--- src/sv/boqt_pkg.sv ---
// Shared codes, command and status types for the box overlap query table.
`timescale 1ns / 1ps
`default_nettype none
package boqt_pkg;

   localparam int IN_BITS   = 16;
   localparam int SLOT_BITS = 5;

   // Request function codes
   localparam logic [1:0] FUNC_INSERT = 2'd0;
   localparam logic [1:0] FUNC_QUERY  = 2'd1;
   localparam logic [1:0] FUNC_LOOKUP = 2'd2;
   localparam logic [1:0] FUNC_CLEAR  = 2'd3;

   // Response status codes
   localparam logic [1:0] STAT_OK   = 2'd0;
   localparam logic [1:0] STAT_FULL = 2'd1;
   localparam logic [1:0] STAT_NONE = 2'd2;

   typedef enum logic [1:0] {
      EMIT_SLOT,
      EMIT_PEND,
      EMIT_FULL,
      EMIT_NONE
   } emit_sel_type;

   typedef struct packed {
      logic         load_query;
      logic         wr_box;
      logic         rd_en;
      logic         pend_clear;
      logic         pend_load;
      logic         emit;
      emit_sel_type emit_sel;
      logic         emit_last;
   } cmd_type;

   typedef struct packed {
      logic overlap_hit;
      logic cell_hit;
      logic pend_valid;
      logic out_free;
   } stat_type;

   // Sign-extend a 16-bit input coordinate to 32 bits.
   function automatic logic [31:0] sext_in(input logic [IN_BITS-1:0] v);
      return {{(32 - IN_BITS){v[IN_BITS-1]}}, v};
   endfunction

endpackage
`default_nettype wire

--- src/sv/boqt_ram.sv ---
// Generic single-write, single-read RAM with registered read data.
`timescale 1ns / 1ps
`default_nettype none
module boqt_ram #(
   parameter int WIDTH = 8,
   parameter int DEPTH = 16,
   localparam int ADDR_BITS = (DEPTH > 1) ? $clog2(DEPTH) : 1
) (
   input  wire logic                 clock,
   input  wire logic                 wr_en,
   input  wire logic [ADDR_BITS-1:0] wr_addr,
   input  wire logic [WIDTH-1:0]     wr_data,
   input  wire logic                 rd_en,
   input  wire logic [ADDR_BITS-1:0] rd_addr,
   output logic      [WIDTH-1:0]     rd_data
);

   logic [WIDTH-1:0] mem_ff [DEPTH];
   logic [WIDTH-1:0] rd_data_ff;

   always_ff @(posedge clock) begin
      if (wr_en) begin
         mem_ff[wr_addr] <= wr_data;
      end
      if (rd_en) begin
         rd_data_ff <= mem_ff[rd_addr];
      end
   end

   assign rd_data = rd_data_ff;

endmodule
`default_nettype wire

--- src/sv/boqt_datapath.sv ---
// Datapath: box storage, query registers, hit compare, pending hit and response register.
`timescale 1ns / 1ps
`default_nettype none
module boqt_datapath #(
   parameter int MAX_BOXES  = 32,
   parameter int COORD_BITS = 16,
   localparam int IDX_BITS = (MAX_BOXES > 1) ? $clog2(MAX_BOXES) : 1
) (
   input  wire logic                           clock,
   input  wire logic                           reset,
   input  wire logic [boqt_pkg::IN_BITS-1:0]   req_lo_x,
   input  wire logic [boqt_pkg::IN_BITS-1:0]   req_lo_y,
   input  wire logic [boqt_pkg::IN_BITS-1:0]   req_lo_z,
   input  wire logic [boqt_pkg::IN_BITS-1:0]   req_hi_x,
   input  wire logic [boqt_pkg::IN_BITS-1:0]   req_hi_y,
   input  wire logic [boqt_pkg::IN_BITS-1:0]   req_hi_z,
   input  wire boqt_pkg::cmd_type              cmd,
   output boqt_pkg::stat_type                  stat,
   input  wire logic [IDX_BITS-1:0]            wr_addr,
   input  wire logic [IDX_BITS-1:0]            rd_addr,
   input  wire logic [IDX_BITS-1:0]            slot_idx,
   output logic                                rsp_valid,
   input  wire logic                           rsp_ready,
   output logic [boqt_pkg::SLOT_BITS-1:0]      rsp_slot,
   output logic [1:0]                          rsp_status,
   output logic                                rsp_last
);
   import boqt_pkg::*;

   localparam int WORD_BITS = 6 * COORD_BITS;

   logic [31:0] ext_lx, ext_ly, ext_lz, ext_hx, ext_hy, ext_hz;
   logic [WORD_BITS-1:0] in_word;
   logic [WORD_BITS-1:0] rd_word;

   logic [WORD_BITS-1:0] query_ff;

   logic signed [COORD_BITS-1:0] b_lx, b_ly, b_lz, b_hx, b_hy, b_hz;
   logic signed [COORD_BITS-1:0] q_lx, q_ly, q_lz, q_hx, q_hy, q_hz;

   logic                  pend_valid_ff, pend_valid_in;
   logic [IDX_BITS-1:0]   pend_slot_ff;

   logic                  rsp_valid_ff, rsp_valid_in;
   logic [SLOT_BITS-1:0]  rsp_slot_ff;
   logic [1:0]            rsp_status_ff;
   logic                  rsp_last_ff;

   logic [31:0]           slot_wide;
   logic [31:0]           pend_wide;
   logic                  out_free;

   // Wrap each coordinate to the stored width.
   assign ext_lx = sext_in(req_lo_x);
   assign ext_ly = sext_in(req_lo_y);
   assign ext_lz = sext_in(req_lo_z);
   assign ext_hx = sext_in(req_hi_x);
   assign ext_hy = sext_in(req_hi_y);
   assign ext_hz = sext_in(req_hi_z);

   assign in_word = {ext_hz[COORD_BITS-1:0], ext_hy[COORD_BITS-1:0], ext_hx[COORD_BITS-1:0],
                     ext_lz[COORD_BITS-1:0], ext_ly[COORD_BITS-1:0], ext_lx[COORD_BITS-1:0]};

   boqt_ram #(
      .WIDTH(WORD_BITS),
      .DEPTH(MAX_BOXES)
   ) u_box_ram (
      .clock   (clock),
      .wr_en   (cmd.wr_box),
      .wr_addr (wr_addr),
      .wr_data (in_word),
      .rd_en   (cmd.rd_en),
      .rd_addr (rd_addr),
      .rd_data (rd_word)
   );

   assign {b_hz, b_hy, b_hx, b_lz, b_ly, b_lx} = rd_word;
   assign {q_hz, q_hy, q_hx, q_lz, q_ly, q_lx} = query_ff;

   // min(bh,qh) > max(bl,ql) on every axis, written as four compares per axis
   always_comb begin
      stat.overlap_hit = (b_hx > q_lx) && (q_hx > b_lx) && (b_hx > b_lx) && (q_hx > q_lx) &&
                         (b_hy > q_ly) && (q_hy > b_ly) && (b_hy > b_ly) && (q_hy > q_ly) &&
                         (b_hz > q_lz) && (q_hz > b_lz) && (b_hz > b_lz) && (q_hz > q_lz);
      stat.cell_hit    = (q_lx >= b_lx) && (q_lx < b_hx) &&
                         (q_ly >= b_ly) && (q_ly < b_hy) &&
                         (q_lz >= b_lz) && (q_lz < b_hz);
      stat.pend_valid  = pend_valid_ff;
      stat.out_free    = out_free;
   end

   assign out_free  = !rsp_valid_ff || rsp_ready;
   assign slot_wide = 32'(slot_idx);
   assign pend_wide = 32'(pend_slot_ff);

   always_comb begin
      pend_valid_in = pend_valid_ff;
      if (cmd.pend_clear) begin
         pend_valid_in = 1'b0;
      end else if (cmd.pend_load) begin
         pend_valid_in = 1'b1;
      end
      rsp_valid_in = rsp_valid_ff;
      if (cmd.emit) begin
         rsp_valid_in = 1'b1;
      end else if (rsp_ready) begin
         rsp_valid_in = 1'b0;
      end
   end

   always_ff @(posedge clock) begin
      if (reset) begin
         pend_valid_ff <= 1'b0;
         rsp_valid_ff  <= 1'b0;
      end else begin
         pend_valid_ff <= pend_valid_in;
         rsp_valid_ff  <= rsp_valid_in;
      end
      if (cmd.load_query) begin
         query_ff <= in_word;
      end
      if (cmd.pend_load) begin
         pend_slot_ff <= slot_idx;
      end
      if (cmd.emit) begin
         rsp_last_ff <= cmd.emit_last;
         case (cmd.emit_sel)
            EMIT_SLOT: begin
               rsp_slot_ff   <= slot_wide[SLOT_BITS-1:0];
               rsp_status_ff <= STAT_OK;
            end
            EMIT_PEND: begin
               rsp_slot_ff   <= pend_wide[SLOT_BITS-1:0];
               rsp_status_ff <= STAT_OK;
            end
            EMIT_FULL: begin
               rsp_slot_ff   <= '0;
               rsp_status_ff <= STAT_FULL;
            end
            default: begin
               rsp_slot_ff   <= '0;
               rsp_status_ff <= STAT_NONE;
            end
         endcase
      end
   end

   assign rsp_valid  = rsp_valid_ff;
   assign rsp_slot   = rsp_slot_ff;
   assign rsp_status = rsp_status_ff;
   assign rsp_last   = rsp_last_ff;

endmodule
`default_nettype wire

--- src/sv/boqt_ctrl.sv ---
// Controller: request decode, box count and slot-order scan sequencer.
`timescale 1ns / 1ps
`default_nettype none
module boqt_ctrl #(
   parameter int MAX_BOXES = 32,
   localparam int IDX_BITS = (MAX_BOXES > 1) ? $clog2(MAX_BOXES) : 1,
   localparam int CNT_BITS = $clog2(MAX_BOXES + 1)
) (
   input  wire logic                  clock,
   input  wire logic                  reset,
   input  wire logic                  req_valid,
   output logic                       req_ready,
   input  wire logic [1:0]            req_func,
   output boqt_pkg::cmd_type          cmd,
   input  wire boqt_pkg::stat_type    stat,
   output logic [IDX_BITS-1:0]        wr_addr,
   output logic [IDX_BITS-1:0]        rd_addr,
   output logic [IDX_BITS-1:0]        slot_idx
);
   import boqt_pkg::*;

   typedef enum logic [1:0] {
      ST_IDLE,
      ST_SCAN,
      ST_FINISH
   } state_type;

   state_type             state_ff, state_in;
   logic [CNT_BITS-1:0]   count_ff, count_in;
   logic [CNT_BITS-1:0]   next_idx_ff, next_idx_in;
   logic [IDX_BITS-1:0]   cmp_idx_ff, cmp_idx_in;
   logic                  lookup_ff, lookup_in;
   logic                  hit;
   logic                  full;

   assign full     = (count_ff >= CNT_BITS'(MAX_BOXES));
   assign hit      = lookup_ff ? stat.cell_hit : stat.overlap_hit;
   assign wr_addr  = count_ff[IDX_BITS-1:0];
   assign slot_idx = (state_ff == ST_IDLE) ? count_ff[IDX_BITS-1:0] : cmp_idx_ff;
   assign req_ready = (state_ff == ST_IDLE) && stat.out_free;

   always_comb begin
      cmd         = '0;
      cmd.emit_sel = EMIT_NONE;
      rd_addr     = next_idx_ff[IDX_BITS-1:0];
      state_in    = state_ff;
      count_in    = count_ff;
      next_idx_in = next_idx_ff;
      cmp_idx_in  = cmp_idx_ff;
      lookup_in   = lookup_ff;
      case (state_ff)
         ST_IDLE: begin
            if (req_valid && req_ready) begin
               case (req_func)
                  FUNC_INSERT: begin
                     cmd.emit      = 1'b1;
                     cmd.emit_last = 1'b1;
                     if (full) begin
                        cmd.emit_sel = EMIT_FULL;
                     end else begin
                        cmd.wr_box   = 1'b1;
                        cmd.emit_sel = EMIT_SLOT;
                        count_in     = count_ff + CNT_BITS'(1);
                     end
                  end
                  FUNC_CLEAR: begin
                     count_in = '0;
                  end
                  default: begin
                     cmd.load_query = 1'b1;
                     cmd.pend_clear = 1'b1;
                     lookup_in      = (req_func == FUNC_LOOKUP);
                     if (count_ff == '0) begin
                        cmd.emit      = 1'b1;
                        cmd.emit_sel  = EMIT_NONE;
                        cmd.emit_last = 1'b1;
                     end else begin
                        cmd.rd_en   = 1'b1;
                        rd_addr     = '0;
                        cmp_idx_in  = '0;
                        next_idx_in = CNT_BITS'(1);
                        state_in    = ST_SCAN;
                     end
                  end
               endcase
            end
         end
         ST_SCAN: begin
            if (hit && lookup_ff) begin
               // first containing box ends the lookup
               if (stat.out_free) begin
                  cmd.emit      = 1'b1;
                  cmd.emit_sel  = EMIT_SLOT;
                  cmd.emit_last = 1'b1;
                  state_in      = ST_IDLE;
               end
            end else if (!(hit && stat.pend_valid && !stat.out_free)) begin
               // hold each hit back one step so the final one can carry last
               if (hit) begin
                  cmd.pend_load = 1'b1;
                  if (stat.pend_valid) begin
                     cmd.emit     = 1'b1;
                     cmd.emit_sel = EMIT_PEND;
                  end
               end
               if (next_idx_ff < count_ff) begin
                  cmd.rd_en   = 1'b1;
                  cmp_idx_in  = next_idx_ff[IDX_BITS-1:0];
                  next_idx_in = next_idx_ff + CNT_BITS'(1);
               end else begin
                  state_in = ST_FINISH;
               end
            end
         end
         ST_FINISH: begin
            if (stat.out_free) begin
               cmd.emit      = 1'b1;
               cmd.emit_sel  = stat.pend_valid ? EMIT_PEND : EMIT_NONE;
               cmd.emit_last = 1'b1;
               state_in      = ST_IDLE;
            end
         end
         default: begin
            state_in = ST_IDLE;
         end
      endcase
   end

   always_ff @(posedge clock) begin
      if (reset) begin
         state_ff    <= ST_IDLE;
         count_ff    <= '0;
         next_idx_ff <= '0;
         cmp_idx_ff  <= '0;
         lookup_ff   <= 1'b0;
      end else begin
         state_ff    <= state_in;
         count_ff    <= count_in;
         next_idx_ff <= next_idx_in;
         cmp_idx_ff  <= cmp_idx_in;
         lookup_ff   <= lookup_in;
      end
   end

endmodule
`default_nettype wire

--- src/sv/box_overlap_query_table_core.sv ---
// Top level of the axis-aligned box overlap query table.
`timescale 1ns / 1ps
`default_nettype none
// Holds up to MAX_BOXES half-open integer boxes in one RAM word per slot. Insert (func 0)
// appends a box and answers its slot, or full; clear (func 3) empties the table and gives
// no beat. Overlap query (func 1) and cell lookup (func 2) walk the stored boxes in
// slot order through the RAM's registered read port, one box per cycle while the
// response side does not stall; a lookup stops at its first hit. Each query hit is
// held back one step so that the final beat carries last; a query or lookup with no
// hit gives one no-match beat. Coordinates are wrapped to COORD_BITS and compared
// signed. A new request is taken only once the scan is done and the response register
// is free.
module box_overlap_query_table_core #(
   parameter int MAX_BOXES  = 32,
   parameter int COORD_BITS = 16
) (
   input  wire logic                          clock,
   input  wire logic                          reset,
   input  wire logic                          req_valid,
   output logic                               req_ready,
   input  wire logic [1:0]                    req_func,
   input  wire logic [boqt_pkg::IN_BITS-1:0]  req_lo_x,
   input  wire logic [boqt_pkg::IN_BITS-1:0]  req_lo_y,
   input  wire logic [boqt_pkg::IN_BITS-1:0]  req_lo_z,
   input  wire logic [boqt_pkg::IN_BITS-1:0]  req_hi_x,
   input  wire logic [boqt_pkg::IN_BITS-1:0]  req_hi_y,
   input  wire logic [boqt_pkg::IN_BITS-1:0]  req_hi_z,
   output logic                               rsp_valid,
   input  wire logic                          rsp_ready,
   output logic [boqt_pkg::SLOT_BITS-1:0]     rsp_slot,
   output logic [1:0]                         rsp_status,
   output logic                               rsp_last
);
   import boqt_pkg::*;

   localparam int IDX_BITS = (MAX_BOXES > 1) ? $clog2(MAX_BOXES) : 1;

   cmd_type              cmd;
   stat_type             stat;
   logic [IDX_BITS-1:0]  wr_addr;
   logic [IDX_BITS-1:0]  rd_addr;
   logic [IDX_BITS-1:0]  slot_idx;

   boqt_ctrl #(
      .MAX_BOXES(MAX_BOXES)
   ) u_ctrl (
      .clock     (clock),
      .reset     (reset),
      .req_valid (req_valid),
      .req_ready (req_ready),
      .req_func  (req_func),
      .cmd       (cmd),
      .stat      (stat),
      .wr_addr   (wr_addr),
      .rd_addr   (rd_addr),
      .slot_idx  (slot_idx)
   );

   boqt_datapath #(
      .MAX_BOXES (MAX_BOXES),
      .COORD_BITS(COORD_BITS)
   ) u_datapath (
      .clock      (clock),
      .reset      (reset),
      .req_lo_x   (req_lo_x),
      .req_lo_y   (req_lo_y),
      .req_lo_z   (req_lo_z),
      .req_hi_x   (req_hi_x),
      .req_hi_y   (req_hi_y),
      .req_hi_z   (req_hi_z),
      .cmd        (cmd),
      .stat       (stat),
      .wr_addr    (wr_addr),
      .rd_addr    (rd_addr),
      .slot_idx   (slot_idx),
      .rsp_valid  (rsp_valid),
      .rsp_ready  (rsp_ready),
      .rsp_slot   (rsp_slot),
      .rsp_status (rsp_status),
      .rsp_last   (rsp_last)
   );

endmodule
`default_nettype wire
--- config.mk ---
export PLATFORM = sky130hd
export DESIGN_NAME = box_overlap_query_table_core
export DESIGN_NICKNAME = d
export VERILOG_FILES = /design/src/sv/boqt_pkg.sv /design/src/sv/boqt_ram.sv /design/src/sv/boqt_datapath.sv /design/src/sv/boqt_ctrl.sv /design/src/sv/box_overlap_query_table_core.sv
export SDC_FILE = /design/constraint.sdc
export NUM_CORES = 2
export LEC_CHECK = 0
export CAP_MARGIN = 25
export CORE_ASPECT_RATIO = 1.1
export CORE_UTILIZATION = 44
export DETAILED_ROUTE_END_ITERATION = 16
export DONT_BUFFER_PORTS = 1
export PLACE_DENSITY_LB_ADDON = 0.25
export RECOVER_POWER = 25
export SYNTH_ARGS = -nofsm -noshare
export SYNTH_HDL_FRONTEND = slang
export SYNTH_HIERARCHICAL = 1
export SYNTH_SLANG_ARGS = --single-unit
--- constraint.sdc ---
create_clock -name clock -period 16.6 [get_ports clock]
set_clock_uncertainty 0.2 [all_clocks]
set_input_delay 3.32 -clock clock [delete_from_list [all_inputs] [get_ports clock]]
set_output_delay 3.32 -clock clock [all_outputs]
set_load 0.05 [all_outputs]
==> flow_summary.ini <==
[synthesis]
synthTopCellsByArea = edfxtp_1, mux4_2, mux2i_1
synth_warnings = 6
syn_area_per_cell_um2 = 19.44
netlist_area_mm2 = 0.1302
async_flop_share = 0
synth_fp_nets = 7048
yosysSeqAreaShare = 0.7593
synth_edf_count = 3277
ys_top_cells_by_count = edfxtp_1, mux2i_1, a22oi_1
yosysUniqueCellTypes = 76
synth_top_area_cell = edfxtp_1
synth_ff_type = edfxtp_1
synth.most_common_cell = edfxtp_1
netlist_instances = 6698
synth_top_area_frac = 0.7559
ys_ff_latch = 3299

[cts]
holdBufCountCts = 0
cts_buffer_depth = 4
cts_tree = done
clkSinkCount = 3299
post_cts.repair.setup_buffers = 0
cts_resized = 0
cts_root_buffer = clkbuf_16
numCtsBuffers = 340
htree_levels = 5
clk_pin_slew_ns = 0.06
insertion_delay_ns = 0.91

[placed_design]
dpl.cell_count = 10400
hpwl_um = 190300
io_buffers = 0
place.gp.congestion = 0.8981
place_area_mm2 = 0.1352

[layout]
fin_cells = 11010
syn_to_final_growth_pct = 12.05
drive_gt1_frac = 0.1502
multi_input_area_mm2 = 0.02943
layout.nets = 7191
fillerInstances = 23710
ff_latch_area_mm2 = 0.09884
postLayoutCellArea_mm2 = 0.1459

[worst_hold_path]
hp-class = reg -> reg

[drt]
drc = 0
drt_pass1_iterations = 6
routed_via_density = 6.136
routed_wl_um = 363200
drt-initial-drc-count = 7240
wl_per_cell_um = 32.99
vias = 67550
drt.antenna.violating_nets = 0

[pwr]
p_leak_nw = 44.59
cellPowerDensity_mw_per_mm2 = 115.4
peakVddDrop_uv = 87.17

[global_routing]
grt_antenna_before_repair = 3
grt_max_degree = 118
use_met3 = 0.03912
grt_pass1_vias = 66680
grt.met1_usage = 0.3195
grt_pass1_wl_um = 508700
gr-usage-met2 = 0.4140
grt_overflow = 0
busiest_layer = met2
track_usage = 0.2415

[timing]
rsz0062_at_grt = no
slew_headroom = 0.2149
setup_viol = 0
maxSlewViolCount = 0
timing.final.crit_share = 0.4915
layout_min_cycle_time_ns = 8.159
final-hold-violation-count = 0
worstMarginPinSlew_ns = 1.178
setup_tns_ns = 0
whs_ns = 0.2534
clock.fmax_mhz = 122.6

[critical_path]
critical_path_class = in -> reg
start_kind = input port
cp_max_fo = 45
cp.required_ns = 17.04
worstPathArrival_ns = 8.60
cp-end-kind = register

[floorplan]
rows = 209
core_area_mm2 = 0.2945
pin_count = 112
die_width_um = 520.6
die-area_mm2 = 0.2981
die_h_um = 572.5
start_util = 0.4421

[run]
max_cap_violations = 0

[run_status]
status = finished, final reports clean
## state kept, by name, summed over array words and instances, names as in the netlist, 2 cells and up
name / flops
u_ctrl/count_ff: 6
u_datapath/rsp_status: 2
u_datapath/query_ff: 96
u_datapath/u_box_ram/mem_ff: 3072
u_ctrl/state_ff: 2
u_datapath/rsp_slot: 5
u_datapath/pend_slot_ff: 5
u_datapath/u_box_ram/rd_data: 96
u_ctrl/next_idx_ff: 6
u_ctrl/cmp_idx_ff: 5
## layer usage
metal | share of wire | up-vias
met5 | 0.00012 | -
met2 | 0.50 | 2594
met4 | 0.026 | 6
li1 | - | 27920
met3 | 0.070 | 533
met1 | 0.40 | 36500
## layout by cell type, fill, tap and decap left out, types with 27 or more instances in the layout
cell,synthesis,layout
edfxtp_1,3277,3277
mux2i_1,777,777
a22oi_1,519,519
mux4_2,384,384
clkbuf_16,0,341
ha_1,248,248
nand3_1,233,233
inv_1,175,174
buf_4,47,107
a21oi_1,93,93
clkbuf_1,140,79
nand2_1,77,76
nand4_1,76,76
clkinv_1,0,65
a31oi_1,56,56
clkinv_2,0,53
a22o_1,51,51
nor2_1,88,49
nor2_4,0,39
o21ai_0,34,34
buf_12,0,27
## logic make-up (layout without fill, tap and decap cells)
| logic type | count (synthesis) | count (layout) | synth area share |
|---|---|---|---|
| muxes | 1168 | 1168 | 0.1268 |
| adders and majority gates | 248 | 248 | 0.02383 |
| buffers and inverters | 510 | 917 | 0.01774 |
| xor gates and xnor gates | 3 | 3 | 0.0002019 |
| and+or+nand+nor | 611 | 611 | 0.02446 |
| DFF | 3299 | 3299 | 0.7593 |
| other | 0 | 2 | 0 |
| AOI/OAI and AO/OA | 859 | 859 | 0.04774 |
## final cells by class
cell class / instances / area share
clock buffer: 421 / 0.06063
clock inverter: 185 / 0.01239
antenna: 2 / 0.00003431
inverter: 175 / 0.004520
multi-input combinational: 2889 / 0.2017
sequential: 3299 / 0.6776
tap: 3903 / 0.03348
timing repair buffer: 136 / 0.009590
## path summary, 6_finish.rpt
path / startpoint / to / slack [ns] / depth (start not counted)
worst min-delay path: u_ctrl/cmp_idx_ff[2] / u_ctrl/cmp_idx_ff[2] / 0.25 / 2
worst min register to register: u_ctrl/cmp_idx_ff[2] / u_ctrl/cmp_idx_ff[2] / 0.25 / 2
worst max-delay path: rsp_ready / u_datapath/u_box_ram/rd_data[54] / 8.44 / 11
worst max register to register: u_datapath/u_box_ram/rd_data[12] / u_datapath/u_box_ram/rd_data[26] / 9.86 / 16
## where the power goes
group / internal, mW / switching, mW
clock: 4.21 / 3.17
sequential: 9.19 / 0.0455
combinational: 0.0861 / 0.132
## through the flow
step | util | worst slack, ns | power, mW
3_3_place_gp | 0.4589 | 7.508 | 9.622
3_5_place_dp | 0.4590 | 7.427 | 9.626
4_1_cts | 0.4952 | 8.400 | 16.94
5_1_grt | 0.4954 | 7.987 | 17.28
6_report | 0.4954 | 8.441 | 16.83
2_1_floorplan | - | 7.079 | 9.539
## worst max-delay path, cell delays in order
cell,delay (ns)
nand2b_1,0.28
nand4bb_1,0.27
a211o_1,0.50
and2_4,0.62
buf_4,0.77
buf_4,0.84
buf_4,0.68
mux4_2,0.59
a22o_1,0.24
a31oi_1,0.16
nand3_1,0.10
No activity file was read; power rests on OpenSTA's default activity.
